<file path="src/rtl/sorted_priority_queue_assert.svh">
// assertion macros used by the sorted priority queue datapath
`ifndef SORTED_PRIORITY_QUEUE_ASSERT_SVH
`define SORTED_PRIORITY_QUEUE_ASSERT_SVH

// same-cycle implication, disabled while reset is low
`define SPQ_ASSERT_NOW(label, clk, rst_n, ante, cons, msg) \
    label: assert property (@(posedge clk) disable iff (!(rst_n)) (ante) |-> (cons)) \
        else $error(msg);

// next-cycle implication, disabled while reset is low
`define SPQ_ASSERT_NEXT(label, clk, rst_n, ante, cons, msg) \
    label: assert property (@(posedge clk) disable iff (!(rst_n)) (ante) |=> (cons)) \
        else $error(msg);

`endif

</file>
<file path="src/rtl/spq_pkg.sv">
// types and constants of the sorted priority queue
package spq_pkg;

    localparam int ITEM_W = 32;
    localparam int PRIO_W = 16;
    localparam int FUNC_W = 2;
    localparam int STAT_W = 2;

    typedef enum logic [FUNC_W-1:0] {
        FUNC_INSERT = 2'd0,
        FUNC_REMOVE = 2'd1,
        FUNC_POP    = 2'd2,
        FUNC_READ   = 2'd3
    } t_func;

    typedef enum logic [STAT_W-1:0] {
        ST_OK      = 2'd0,
        ST_EMPTY   = 2'd1,
        ST_NOMATCH = 2'd2,
        ST_FULL    = 2'd3
    } t_status;

    typedef enum logic [2:0] {
        S_IDLE,
        S_INS_RD,
        S_INS_CMP,
        S_RM_RD,
        S_RM_CMP,
        S_HD_RD,
        S_HD_CAP
    } t_state;

    // commands from the controller to the datapath
    typedef struct packed {
        logic    load;
        t_status status;
        logic    ins_issue;
        logic    ins_place;
        logic    ins_shift;
        logic    rm_issue;
        logic    rm_keep;
        logic    rm_finish;
        logic    pop;
        logic    hd_issue;
        logic    hd_capture;
    } t_dp_cmd;

    // status from the datapath to the controller
    typedef struct packed {
        logic k_zero;
        logic rd_done;
        logic rd_ge;
        logic rd_eq;
        logic full;
        logic empty;
    } t_dp_stat;

endpackage

</file>
<file path="src/rtl/sorted_priority_queue.sv">
// top level of the sorted priority queue: controller plus datapath around one entry ram
// from accept to result strobe: read head, pop, full insert and empty remove go straight
//   to the head read and capture; insert first takes a read and compare step per entry
//   moved, remove one per entry held; a new item is taken once busy falls with the strobe
// the result strobe lasts one cycle and cannot be held off by the receiver
// synchronous active-low reset empties the queue at once; entry ram contents are not cleared
module sorted_priority_queue import spq_pkg::*; #(
    parameter int CAPACITY = 16
) (
    input  logic                          i_clk,
    input  logic                          i_rst_n,
    // command channel
    input  logic                          start,
    output logic                          busy,
    input  logic [FUNC_W-1:0]             i_func,
    input  logic signed [ITEM_W-1:0]      i_item_value,
    input  logic [PRIO_W-1:0]             i_priority_req,
    // result channel
    output logic                          o_valid,
    output logic [STAT_W-1:0]             o_status,
    output logic signed [ITEM_W-1:0]      o_head_item,
    output logic [PRIO_W-1:0]             o_head_priority,
    output logic                          o_is_empty,
    output logic [$clog2(CAPACITY+1)-1:0] o_entry_count
);

    // the entries sit in a ring buffer in ram, head at a movable pointer:
    // pop just advances the head, insert walks from the tail toward the head
    // moving each lower-priority entry one slot back, remove compacts the
    // occupied entries in one read/write pass; every item ends with a head read
    t_dp_cmd  dp_cmd;
    t_dp_stat dp_stat;

    spq_ctrl u_ctrl (
        .i_clk   (i_clk),
        .i_rst_n (i_rst_n),
        .i_start (start),
        .i_func  (i_func),
        .i_stat  (dp_stat),
        .o_cmd   (dp_cmd),
        .o_busy  (busy)
    );

    spq_dp #(
        .CAPACITY (CAPACITY)
    ) u_dp (
        .i_clk           (i_clk),
        .i_rst_n         (i_rst_n),
        .i_cmd           (dp_cmd),
        .i_item_value    (i_item_value),
        .i_priority_req  (i_priority_req),
        .o_stat          (dp_stat),
        .o_valid         (o_valid),
        .o_status        (o_status),
        .o_head_item     (o_head_item),
        .o_head_priority (o_head_priority),
        .o_is_empty      (o_is_empty),
        .o_entry_count   (o_entry_count)
    );

endmodule

</file>
<file path="src/rtl/spq_ram.sv">
// generic single-write, single-read ram with registered read data
module spq_ram #(
    parameter int WIDTH = 48,
    parameter int DEPTH = 16
) (
    input  logic                     i_clk,
    input  logic                     i_wr_en,
    input  logic [$clog2(DEPTH)-1:0] i_wr_addr,
    input  logic [WIDTH-1:0]         i_wr_data,
    input  logic [$clog2(DEPTH)-1:0] i_rd_addr,
    output logic [WIDTH-1:0]         o_rd_data
);

    logic [WIDTH-1:0] r_mem [DEPTH];
    logic [WIDTH-1:0] r_rd_data;

    always_ff @(posedge i_clk) begin
        if (i_wr_en) begin
            r_mem[i_wr_addr] <= i_wr_data;
        end
        r_rd_data <= r_mem[i_rd_addr];
    end

    assign o_rd_data = r_rd_data;

endmodule

</file>
<file path="src/rtl/spq_ctrl.sv">
// controller state machine of the sorted priority queue
module spq_ctrl import spq_pkg::*; (
    input  logic              i_clk,
    input  logic              i_rst_n,
    input  logic              i_start,
    input  logic [FUNC_W-1:0] i_func,
    input  t_dp_stat          i_stat,
    output t_dp_cmd           o_cmd,
    output logic              o_busy
);

    t_state  r_state;
    t_state  n_state;
    t_dp_cmd cmd;

    always_ff @(posedge i_clk) begin
        if (!i_rst_n) begin
            r_state <= S_IDLE;
        end else begin
            r_state <= n_state;
        end
    end

    always_comb begin
        n_state    = r_state;
        cmd        = '0;
        cmd.status = ST_OK;
        case (r_state)
            S_IDLE: begin
                if (i_start) begin
                    cmd.load = 1'b1;
                    case (t_func'(i_func))
                        FUNC_INSERT: begin
                            if (i_stat.full) begin
                                cmd.status = ST_FULL;
                                n_state    = S_HD_RD;
                            end else begin
                                n_state = S_INS_RD;
                            end
                        end
                        FUNC_REMOVE: begin
                            if (i_stat.empty) begin
                                cmd.status = ST_EMPTY;
                                n_state    = S_HD_RD;
                            end else begin
                                n_state = S_RM_RD;
                            end
                        end
                        FUNC_POP: begin
                            if (i_stat.empty) begin
                                cmd.status = ST_EMPTY;
                            end else begin
                                cmd.pop = 1'b1;
                            end
                            n_state = S_HD_RD;
                        end
                        default: begin
                            if (i_stat.empty) begin
                                cmd.status = ST_EMPTY;
                            end
                            n_state = S_HD_RD;
                        end
                    endcase
                end
            end
            S_INS_RD: begin
                if (i_stat.k_zero) begin
                    cmd.ins_place = 1'b1;
                    n_state       = S_HD_RD;
                end else begin
                    cmd.ins_issue = 1'b1;
                    n_state       = S_INS_CMP;
                end
            end
            S_INS_CMP: begin
                if (i_stat.rd_ge) begin
                    cmd.ins_place = 1'b1;
                    n_state       = S_HD_RD;
                end else begin
                    cmd.ins_shift = 1'b1;
                    n_state       = S_INS_RD;
                end
            end
            S_RM_RD: begin
                if (i_stat.rd_done) begin
                    cmd.rm_finish = 1'b1;
                    n_state       = S_HD_RD;
                end else begin
                    cmd.rm_issue = 1'b1;
                    n_state      = S_RM_CMP;
                end
            end
            S_RM_CMP: begin
                cmd.rm_keep = !i_stat.rd_eq;
                n_state     = S_RM_RD;
            end
            S_HD_RD: begin
                cmd.hd_issue = 1'b1;
                n_state      = S_HD_CAP;
            end
            S_HD_CAP: begin
                cmd.hd_capture = 1'b1;
                n_state        = S_IDLE;
            end
            default: begin
                n_state = S_IDLE;
            end
        endcase
    end

    assign o_cmd  = cmd;
    assign o_busy = (r_state != S_IDLE);

endmodule

</file>
<file path="src/rtl/spq_dp.sv">
// datapath of the sorted priority queue: circular entry store, walk counters, result registers
`include "sorted_priority_queue_assert.svh"

module spq_dp import spq_pkg::*; #(
    parameter int CAPACITY = 16
) (
    input  logic                          i_clk,
    input  logic                          i_rst_n,
    input  t_dp_cmd                       i_cmd,
    input  logic signed [ITEM_W-1:0]      i_item_value,
    input  logic [PRIO_W-1:0]             i_priority_req,
    output t_dp_stat                      o_stat,
    output logic                          o_valid,
    output logic [STAT_W-1:0]             o_status,
    output logic signed [ITEM_W-1:0]      o_head_item,
    output logic [PRIO_W-1:0]             o_head_priority,
    output logic                          o_is_empty,
    output logic [$clog2(CAPACITY+1)-1:0] o_entry_count
);

    localparam int AW = $clog2(CAPACITY);
    localparam int CW = $clog2(CAPACITY + 1);
    localparam int DW = ITEM_W + PRIO_W;

    // logical position to physical address, wrapping once around the ring
    function automatic logic [AW-1:0] f_phys(input logic [AW-1:0] base,
                                             input logic [CW-1:0] ofs);
        logic [AW:0] sum;
        sum = {1'b0, base} + (AW+1)'(ofs);
        if (sum >= (AW+1)'(CAPACITY)) begin
            sum = sum - (AW+1)'(CAPACITY);
        end
        return sum[AW-1:0];
    endfunction

    logic [AW-1:0]            r_head;
    logic [CW-1:0]            r_count;
    logic [CW-1:0]            r_k;
    logic [CW-1:0]            r_rd;
    logic [CW-1:0]            r_wr;
    t_status                  r_status;
    logic                     r_o_valid;
    logic [ITEM_W-1:0]        r_item;
    logic [PRIO_W-1:0]        r_prio;
    logic [ITEM_W-1:0]        r_o_item;
    logic [PRIO_W-1:0]        r_o_prio;
    logic                     r_o_empty;
    logic [CW-1:0]            r_o_count;

    logic                     wr_en;
    logic [AW-1:0]            wr_addr;
    logic [DW-1:0]            wr_data;
    logic [AW-1:0]            rd_addr;
    logic [DW-1:0]            rd_data;
    logic [ITEM_W-1:0]        rd_item;
    logic [PRIO_W-1:0]        rd_prio;

    assign rd_item = rd_data[DW-1:PRIO_W];
    assign rd_prio = rd_data[PRIO_W-1:0];

    always_comb begin
        if (i_cmd.ins_issue) begin
            rd_addr = f_phys(r_head, r_k - CW'(1));
        end else if (i_cmd.rm_issue) begin
            rd_addr = f_phys(r_head, r_rd);
        end else begin
            rd_addr = r_head;
        end
    end

    always_comb begin
        wr_en   = i_cmd.ins_place | i_cmd.ins_shift | i_cmd.rm_keep;
        wr_addr = i_cmd.rm_keep ? f_phys(r_head, r_wr) : f_phys(r_head, r_k);
        wr_data = i_cmd.ins_place ? {r_item, r_prio} : rd_data;
    end

    spq_ram #(
        .WIDTH (DW),
        .DEPTH (CAPACITY)
    ) u_ram (
        .i_clk     (i_clk),
        .i_wr_en   (wr_en),
        .i_wr_addr (wr_addr),
        .i_wr_data (wr_data),
        .i_rd_addr (rd_addr),
        .o_rd_data (rd_data)
    );

    always_ff @(posedge i_clk) begin
        if (!i_rst_n) begin
            r_head    <= '0;
            r_count   <= '0;
            r_k       <= '0;
            r_rd      <= '0;
            r_wr      <= '0;
            r_status  <= ST_OK;
            r_o_valid <= 1'b0;
        end else begin
            r_o_valid <= i_cmd.hd_capture;
            if (i_cmd.load) begin
                r_k      <= r_count;
                r_rd     <= '0;
                r_wr     <= '0;
                r_status <= i_cmd.status;
            end
            if (i_cmd.pop) begin
                r_head  <= f_phys(r_head, CW'(1));
                r_count <= r_count - CW'(1);
            end
            if (i_cmd.ins_place) begin
                r_count <= r_count + CW'(1);
            end
            if (i_cmd.ins_shift) begin
                r_k <= r_k - CW'(1);
            end
            if (i_cmd.rm_issue) begin
                r_rd <= r_rd + CW'(1);
            end
            if (i_cmd.rm_keep) begin
                r_wr <= r_wr + CW'(1);
            end
            if (i_cmd.rm_finish) begin
                r_count  <= r_wr;
                r_status <= (r_wr == r_count) ? ST_NOMATCH : ST_OK;
            end
        end
    end

    always_ff @(posedge i_clk) begin
        if (i_cmd.load) begin
            r_item <= i_item_value;
            r_prio <= i_priority_req;
        end
        if (i_cmd.hd_capture) begin
            r_o_empty <= (r_count == '0);
            r_o_count <= r_count;
            r_o_item  <= (r_count == '0) ? '0 : rd_item;
            r_o_prio  <= (r_count == '0) ? '0 : rd_prio;
        end
    end

    assign o_stat.k_zero  = (r_k == '0);
    assign o_stat.rd_done = (r_rd == r_count);
    assign o_stat.rd_ge   = (rd_prio >= r_prio);
    assign o_stat.rd_eq   = (rd_prio == r_prio);
    assign o_stat.full    = (r_count == CW'(CAPACITY));
    assign o_stat.empty   = (r_count == '0);

    assign o_valid         = r_o_valid;
    assign o_status        = r_status;
    assign o_head_item     = r_o_item;
    assign o_head_priority = r_o_prio;
    assign o_is_empty      = r_o_empty;
    assign o_entry_count   = r_o_count;

    `SPQ_ASSERT_NOW(a_count_bound, i_clk, i_rst_n, 1'b1, r_count <= CW'(CAPACITY), "count above capacity")
    `SPQ_ASSERT_NEXT(a_insert_grows, i_clk, i_rst_n, i_cmd.ins_place, r_count == $past(r_count) + CW'(1), "insert did not add one entry")
    `SPQ_ASSERT_NOW(a_compact_order, i_clk, i_rst_n, i_cmd.rm_finish, r_wr <= r_count, "compaction wrote past read side")
    `SPQ_ASSERT_NEXT(a_single_strobe, i_clk, i_rst_n, r_o_valid, !r_o_valid, "result strobe held two cycles")
    `SPQ_ASSERT_NEXT(a_head_capture, i_clk, i_rst_n, i_cmd.hd_issue, i_cmd.hd_capture, "head read not followed by capture")

endmodule
</file>
<file path="config.mk">
export PLATFORM = sky130hd
export DESIGN_NAME = sorted_priority_queue
export DESIGN_NICKNAME = d
export VERILOG_FILES = /design/src/rtl/spq_pkg.sv /design/src/rtl/sorted_priority_queue.sv /design/src/rtl/spq_ram.sv /design/src/rtl/spq_ctrl.sv /design/src/rtl/spq_dp.sv
export VERILOG_INCLUDE_DIRS = /design/src /design/src/rtl
export SDC_FILE = /design/constraint.sdc
export NUM_CORES = 1
export LEC_CHECK = 0
export BUFFER_PORTS_ARGS = -buffer_cell sky130_fd_sc_hd__buf_4
export CAP_MARGIN = 20
export CORE_UTILIZATION = 50
export CTS_CLUSTER_SIZE = 30
export DETAILED_ROUTE_END_ITERATION = 16
export PLACE_DENSITY_LB_ADDON = 0.3
export SLEW_MARGIN = 25
export SYNTH_ARGS = -nofsm -noshare
export SYNTH_HDL_FRONTEND = slang
export SYNTH_SLANG_ARGS = --single-unit
</file>
<file path="constraint.sdc">
create_clock -name i_clk -period 9.3 [get_ports i_clk]
set_input_delay 1.86 -clock i_clk [delete_from_list [all_inputs] [get_ports i_clk]]
set_output_delay 1.86 -clock i_clk [all_outputs]
set_load 0.02 [all_outputs]
</file>
# Word-level counts from Yosys, hierarchy flattened
# Memories as Yosys holds them, arrays and structs flattened. A register that Yosys moved wholly into a read port is not among the register bits.
# Index checks and enable logic that the tools add are counted.
# op_classes
n_reduce_logical	11
n_mux	52
addsub	15
eq_ne	13
bitwise	2
n_lt_le_gt_ge	6
# ops
op	count
$mux 48	1
$mux 5	8
$mux 4	8
$ge 5x5->1 const B	5
$mux 3	7
$add 4x5->5	4
$mux 1	20
$sub 4x1->4 const B	5
$pmux 3 s6	1
$eq 16x16->1	1
$ge 16x16->1	1
$add 5x1->5 const B	3
$eq 5x5->1	2
$logic_not 5->1	2
$mux 2	5
$sub 5x1->5 const B	2
$eq 3x3->1 const B	3
$reduce_bool 2->1	4
$eq 3x2->1 const B	2
$pmux 3 s2	1
$reduce_bool 3->1	2
$add 4x1->5 const B	1
$eq 5x5->1 const B	1
$eq 3x1->1 const B	1
other kinds (8)	9
# totals
wordCells	114
output_inout_bits	58
memories	1
ff_bits	132
mem_bits_rw	768
input_bits	53
# mem_list
memory	depth	width	rd	rd_clocked_by_memory_dff	wr	line	rtl
u_dp.u_ram.r_mem	16	48	1	1	1	spq_ram.sv:14	logic [WIDTH-1:0] r_mem [DEPTH];

# Depth between registers and ports, before layout
# Gate-level depths: netlist (run 1).
# depth
word_depth	8
mapped_depth	16

# Modules after synthesis
# From an unflattened synthesis (run 1), not the netlist that was laid out.
# unflattened
hier_cells	1791
hier_area_um2	36401.2
# modules_own_cells
module	instances	cells_each	area_each_um2	seq_area_each_um2
spq_ram	1	1242	29694.7	24023.0
spq_dp	1	503	6364.9	3603.5
spq_ctrl	1	46	341.6	60.1

# Least setup slack after synthesis (run 1)
# No wires, ideal clock.
# synth_path
path_kind	reg-to-reg
from	register u_dp.r_prio[13]
to	memory u_dp.u_ram.r_mem[6][0], enable pin
path_stages_with_launch	16
t_arrival_ps	6389
setup_time_ps	513
path_buffers	2
slack_ps	2398
period_less_slack_ps	6902
cell_sequence	edfxtp_1 -> inv_1 -> ha_1 -> nand4_1 -> or3_1 -> o211a_1 -> clkbuf_1 -> clkbuf_1 -> o21ai_0 -> ha_1 -> a21o_1 -> a21oi_1 -> xnor2_1 -> xnor2_1 -> or2_2 -> nor3_1
# synth_via
elab_chain_cells	7
word_cells_on_any_way	13
# synth_rtl
item	line	rtl
start: declaration	spq_dp.sv:44	logic [PRIO_W-1:0] r_prio;
start signal: assignment	spq_dp.sv:132	r_prio <= i_priority_req;
$ge 16x16->1	spq_dp.sv:144	assign o_stat.rd_ge = (rd_prio >= r_prio);
$mux 1	spq_ctrl.sv:76	if (i_stat.rd_ge) begin
$pmux 1 s2 / $mux 1 (equally long branches)	spq_ctrl.sv:28	case (r_state)
$or 1x1->1 (2 in a row)	spq_dp.sv:72	wr_en = i_cmd.ins_place | i_cmd.ins_shift | i_cmd.rm_keep;
$mux 1	spq_ram.sv:18	if (i_wr_en) begin
$mux 1 (implied by the code)	spq_ram.sv:19	r_mem[i_wr_addr] <= i_wr_data;
end: declaration	spq_ram.sv:14	
# Parallel ways exist; a longest one is shown, timed or not.

# Worst setup path in the final report (run 1)
# layout_path
from	register u_dp.r_prio[13]
to	memory u_dp.u_ram.r_mem[1][5], enable pin
# Same word-level chain as after synthesis.

==> results of run 1 <==
layer usage:
layer  vias to the layer above  global-route usage (%)  wire length [um]
li1                      10291                       -                 -
met3                       170                   4.031              6463
met5                         -                       0                41
met2                       919                   35.97             40800
met1                     11249                   32.20             37770
met4                         6                   6.890              2254
cell usage after synthesis (all sizes together) (32+ instances only):
| cell | n | area share, % |
|---|---|---|
| mux2i | 124 | 3.3 |
| mux2 | 48 | 1.4 |
| a21oi | 88 | 1.2 |
| edfxtp | 870 | 69 |
| nor2b | 49 | 0.82 |
| nand3 | 326 | 4.3 |
| ha | 32 | 1.1 |
| clkbuf | 70 | 0.70 |
| nand2 | 659 | 6.6 |
| nor2 | 41 | 0.41 |
| dfxtp | 78 | 4.2 |
| buf | 85 | 1.1 |
| nand4 | 72 | 1.2 |
| nor3 | 45 | 0.60 |
cell type report:
| type | instances | area (um2) | area share [%] |
|---|---|---|---|
| Clock buffer | 129 | 2629 | 6.151 |
| Clock inverter | 54 | 575.6 | 1.347 |
| Inverter | 30 | 112.6 | 0.2635 |
| Multi-Input combinational cell | 1635 | 9334 | 21.84 |
| Sequential cell | 948 | 27690 | 64.78 |
| Tap cell | 969 | 1212 | 2.837 |
| Timing Repair Buffer | 150 | 1187 | 2.778 |
power groups by stage:
stage	clock network (mW)	logic, mW	registers (mW)
global route	4.08	4.40	6.26
finish	3.87	4.04	6.22
floorplan	0	2.65	6.24
global placement	0	3.87	6.29
CTS	3.92	4.02	6.22
detailed placement	0	3.99	6.30
sequential cells by signal, summed over array words and instances (netlist names), 16 cells and up:
signal	cells
u_dp.r_item	32
u_dp.u_ram.r_mem	768
u_dp.r_prio	16
u_dp.o_head_priority	16
u_dp.o_head_item	32
u_dp.u_ram.o_rd_data	48
per-stage QoR:
step	power, mW	hold WS [ns]	utilization (%)
finish	14.13	0.4948	57.41
global route	14.74	0.5293	57.41
CTS	14.16	0.4972	57.36
detailed placement	10.29	0.4826	53.06
global placement	10.16	0.4634	53.05
floorplan	8.889	0.4429	-
worst paths after layout:
check / from / to / slack [ns] / cells after the start
setup reg to reg: u_dp.r_prio[13]$_DFFE_PP_ / u_dp.u_ram.r_mem[1][5]$_DFFE_PP_ / 4.09 / 14
hold / removal: u_dp.r_rd[4]$_SDFFE_PN0P_ / u_dp.r_rd[4]$_SDFFE_PN0P_ / 0.49 / 1
hold reg to reg: u_dp.r_rd[4]$_SDFFE_PN0P_ / u_dp.r_rd[4]$_SDFFE_PN0P_ / 0.49 / 1
setup / recovery: u_dp.r_prio[13]$_DFFE_PP_ / u_dp.u_ram.r_mem[1][5]$_DFFE_PP_ / 4.09 / 14
cells in the final DEF, fill, tap and decap left out, types with 25 or more instances in the layout:
cell type and n:
a21oi_1 88, buf_4 145, clkbuf_1 25, clkbuf_16 98, dfxtp_1 78, edfxtp_1 870
ha_1 32, inv_1 29, mux2_2 48, mux2i_1 124, nand2_1 658, nand3_1 326
nand4_1 72, nor2_1 26, nor2b_1 49, nor3_1 41
worst reg2reg max path, cell delays in order (launching register included):
cell and delay (ns):
edfxtp_1 0.36, inv_1 0.06, ha_1 0.30, nand4_1 0.20, or3_1 0.46, o211a_1 0.44, o21ai_0 0.29, ha_1 0.20
inv_1 0.06, fa_1 0.40, xnor2_1 0.15, o21bai_1 0.17, or2_2 0.39, nor2_4 0.77, buf_4 0.57
kinds of logic after synthesis:
logic type               after synthesis  synth area share (%)
AO/OA/AOI/OAI                        170                 2.832
XOR/XNOR                              26                0.6056
adder cells (fa/ha/maj)               36                 1.278
buffers and inverters                185                 2.133
flip-flops                           948                 73.64
multiplexers                         172                 4.739
AND/OR/NAND/NOR                     1231                 14.78
==> metrics, run 1 <==
nets a little under 3000; slowest cell delay on critical path between 0.7 and 0.8 ns; Ports 111; fill cell count 5716; PortBufs between 100 and 150; worst-skew pair later-pin latency ~0.66 ns; CP Capture Type register; post-route cell area between 40000 and 50000 um2; Worst Hold Class register to register; drt wl/cell 22.31 um; number of global-route vias before repair between 20000 and 25000; layout cells sized above 1 a little over an eighth; cts-stage hold buffer count 0; first-pass GRT wire length between 100000 and 150000 um; crit share post-route between 50% and 60%; drt first pass iters 5; overall routing resource usage a little under a quarter; grt ovf 0; routed wire length between 80000 and 90000 um; CTS root buffer clkbuf_16; Max Slew Vio Count 0; placeable core area roughly 74000 um2; Detail Route Antenna Nets 0; Max-slew headroom 19.21%; CTS resizes 0; Switch Pwr ~4.7 mW; register area share after synthesis 73.64%; antenna violations before repair 6; Cells after Synth 2768; type of the worst setup path register to register; Inserted Diodes 0; DRC 0; Final TNS setup 0 ns; maximum level of the CTS H-tree 3; unrepaired setup endpoints after global routing no; vias roughly 23000; Slew @ Worst Pin about 1.2 ns; worst-path cell chain inv_1, ha_1, nand4_1, or3_1, o211a_1, o21ai_0, ha_1, inv_1, fa_1, xnor2_1, o21bai_1, or2_2, nor2_4, buf_4; clk sinks between 900 and 1000; status complete, no violations; syn nets roughly 2900; Pint 9.386 mW; final std cells w/o fill slightly below 4000; pwr dens approximately 330 nW/um2; Seq pwr share 44.0%; delay-heaviest family, CP simple AND/OR/NAND/NOR gates; Starting Density about half; WP buf/inv 3; GPL Wtd Cong ~0.83; crit start category register; DR iter-0 viols roughly 2300; CTS Buf Count between 90 and 100; Clock Skew around 0.025 ns; Post-synth EDFFs 870; CP max stage cell nor2_4; final setup vio count 0; post-synthesis average cell area between 10 and 15 um2; die span in x about 280 um; DR vias/cell about 5.8; Yosys cell types 61; combinational power share between 20 and 30%; Seq cells post-synth approximately 950; dpl cell area 39500 um2; Worst Path Required approximately 9.6 ns; Setup Buffers After CTS 0; Leak ~15 nW; asr flop ratio synth 0%; synthesis-to-finish area growth 13.67%; Max Cap Viol 0; Critical Path AT roughly 5.5 ns; die area 76300 um2; clk buf depth 3; Die H ~280 um; switching share of power 33.56%; placed wire-length estimate approximately 45000 um; clock slew at reported path FFs ~0.060 ns; Hold Vio Cnt, Final 0; clock network power share between 20% and 30%; Placed Cells between 3000 and 4000; Mapped Area roughly 38000 um2; minimum clock period 5.213 ns; CTS tree built; critical path peak fanout 26; f_max ~0.19 GHz; Peak VDD IR ~0.00021 V; yosys warns 0; leading register cell type out of synthesis edfxtp_1; Row Count 100; DP Worst Slack ~4 ns; largest net degree at the start of global routing around 220; final worst slack around 4 ns
Power figures use the tool's default switching activity.
==> run 2, diff against run 1 <==
--- a/config.mk
+++ b/config.mk
@@ -6,6 +6,7 @@
 export SDC_FILE = /design/constraint.sdc
 export NUM_CORES = 1
 export LEC_CHECK = 0
+export ABC_AREA = 1
 export BUFFER_PORTS_ARGS = -buffer_cell sky130_fd_sc_hd__buf_4
 export CAP_MARGIN = 20
 export CORE_UTILIZATION = 50
==> constraint.sdc (replaced) <==
create_clock -name i_clk -period 4.3 [get_ports i_clk]
set_input_delay 0.86 -clock i_clk [delete_from_list [all_inputs] [get_ports i_clk]]
set_output_delay 0.86 -clock i_clk [all_outputs]
set_load 0.02 [all_outputs]
==> run 2 against run 1 <==
Against the previous run:
- sequential power up 130%
- register-to-register slack got worse by 3.8 ns
- cell count is 36% higher
==> metrics, run 2 <==
first-pass GRT wire length ~160000 um; post-synthesis average cell area 10.24 um2; DR vias/cell roughly 5.3; Mapped Area about 41000 um2; DR iter-0 viols between 2000 and 3000; largest net degree at the start of global routing 108; Yosys cell types 43; Final Power 35.65 mW; Max Slew Vio Count 0; synthesis-to-finish area growth 15.56%; Hold Crit Start i_item_value[31]; r2r startpoint u_dp.r_prio[3]$_DFFE_PP_; status complete, no violations; leading area contributor after synthesis edfxtp_1; clock network power share between 20% and 30%; Worst Hold Class input port to register; cts-stage hold buffer count 0; Worst Setup SP u_dp.r_prio[3]$_DFFE_PP_; f_max around 0.25 GHz; placeable core area 81980 um2; combinational power share between 30% and 40%; antenna violations before repair 0; Synth top area share around 63%; Hold WS 0.3604 ns; fill cell count approximately 6600; PortBufs 110; nets ~4300; vias about 28000; clk sinks between 900 and 1000; switching share of power between 30% and 40%; Peak VDD IR roughly 0.00044 V; leading register cell type out of synthesis edfxtp_1; Max-slew headroom 36.15%; CP Capture Type register; Seq. cell area around 28000 um2; Cells after Synth 4039; Post-synth EDFFs 870; Pint 22.20 mW; count leader, synth nand3_1; Row Count around 110; yosys warns 0; CTS tree built; minimum clock period approximately 4.0 ns; crit share post-route 94.13%; Hold Vio Cnt, Final 0; crit start category register; Inserted Diodes 0; Leak ~21 nW; maximum level of the CTS H-tree 3; drt wl/cell 19.68 um; CTS root buffer clkbuf_16; most frequent cells in the layout nand3_1, inv_1, edfxtp_1, nand2_1, buf_4; Slew @ Worst Pin 0.9577 ns; type of the worst setup path register to register; Post-synth top cells nand3_1, inv_1, edfxtp_1; Ports between 100 and 150; multi-input logic area around 9600 um2; Critical Path AT about 4.4 ns; met1 Use GR a little over a third; critical path peak fanout 13; CTS Buf Count 99; final setup vio count 0; clk buf depth 3; Worst Path Required around 4.7 ns; Top reg by flops u_dp.u_ram.r_mem; Seq cells post-synth between 900 and 1000; Starting Density around 50%; die span in x around 290 um; Clock Skew between 0.02 and 0.025 ns; worst-skew pair later-pin latency between 0.6 and 0.7 ns; max FFs per register roughly 770; pwr dens 745.6 nW/um2; die area about 84000 um2; Switch Pwr between 10 and 15 mW; GR peak layer met2; Placed Cells a little over 5000; asr flop ratio synth 0%; clock slew at reported path FFs roughly 0.060 ns; routed wire length approximately 100000 um; overall routing resource usage approximately 25%; Die H roughly 290 um; syn nets 4128; final std cells w/o fill around 5300; layout cells sized above 1 between 10 and 15%; register area share after synthesis around two thirds; Seq pwr share about two fifths; DRC 0; placed wire-length estimate a little under 60000 um; number of global-route vias before repair around 27000; met2 usage 40.35%; Max Cap Viol 0; Detail Route Antenna Nets 0; commonest non-fill, non-tap cell in the layout nand3_1; GPL Wtd Cong between 0.8 and 0.9; grt ovf 0; GR Util met3 between 3 and 4%; drt first pass iters 6; largest cells by area after synthesis edfxtp_1, nand3_1, inv_1
run 2: changes by cell type in the layout (fill, tap and decap cells not counted), sizes merged, moves of 38 or more:
| cell | change |
|---|---|
| nor2b | -49 |
| buf | +81 |
| nor3 | -38 |
| inv | +864 |
| nand3 | +619 |
| nand4 | -67 |
| mux2 | -48 |
| mux2i | -124 |
| nand2 | +182 |
| a21oi | -52 |
run 2: repair_timing:
action / 4_1_cts / 5_1_grt
setup endpoints to repair: 472 / 767
resized for setup: 2 / 9
cloned: 0 / 3
setup buffers: 3 / 5
pin swaps: 2 / 4
run 2: routing by layer:
layer	up-vias	share of wire (%)	routed length, um
li1	13426	-	-
met1	13556	42	43760
met2	1243	47	49730
met3	192	8.1	8517
met4	0	2.7	2803
met5	-	0	0
run 2: stage by stage:
step	util, %	setup TNS, ns	setup slack [ns]	area [um2]
2_1_floorplan	-	-200.81	-0.7785	41440
3_3_place_gp	53.92	-28.90	-0.1497	44200
3_5_place_dp	53.92	-42.37	-0.1721	44200
4_1_cts	58.12	0	0.06321	47640
5_1_grt	58.32	-1.272	-0.04630	47810
6_report	58.32	0	0.2526	47810
run 2: logic make-up after synthesis:
logic type	share of synthesized area, %
simple gates	19.87
buf+inv	10.48
flops	66.93
xor+xnor	0.3388
fa+ha+maj	1.161
compound gates	1.225
run 2: path summary, 6_finish.rpt:
path | to | slack, ns | depth (start not counted)
worst min register to register | u_dp.o_status[0]$_SDFFE_PN0P_ | 0.48 | 2
worst max-delay path | u_dp.u_ram.r_mem[14][35]$_DFFE_PP_ | 0.25 | 21
worst min-delay path | u_dp.r_item[31]$_DFFE_PP_ | 0.36 | 1
worst max register to register | u_dp.u_ram.r_mem[14][35]$_DFFE_PP_ | 0.25 | 21
run 2: critical path, stage by stage, from the launching register on:
cell and delay (ns):
edfxtp_1 0.35, inv_1 0.07, ha_1 0.23, nand2_1 0.12
inv_1 0.05, nand4_1 0.13, buf_12 0.13, nor2_1 0.04
buf_4 0.14, nor4_4 0.29, inv_2 0.11, or2_0 0.24
o21ai_0 0.09, inv_1 0.07, ha_1 0.19, inv_1 0.08
fa_1 0.53, inv_2 0.16, nand3_4 0.16, nor2_4 0.16
buf_4 0.19, buf_12 0.19
run 2: power by group through the flow:
| stage | clock network (mW) | logic, mW | registers, mW |
|---|---|---|---|
| floorplan | 0 | 7.67 | 14.1 |
| CTS | 9.02 | 12.6 | 14.0 |
| finish | 8.90 | 12.7 | 14.0 |
| global placement | 0 | 12.3 | 14.1 |
| detailed placement | 0 | 12.5 | 14.2 |
| global route | 9.36 | 14.0 | 14.1 |
run 2: area by class of cell:
type / instances / share of cell area (%)
multi-input cells: 1995 / 20.01
flip-flops and latches: 948 / 57.91
repair buffers: 234 / 5.153
inverters: 891 / 7.004
clock buffers: 136 / 5.640
clock inverters: 52 / 1.481
well taps: 1070 / 2.800
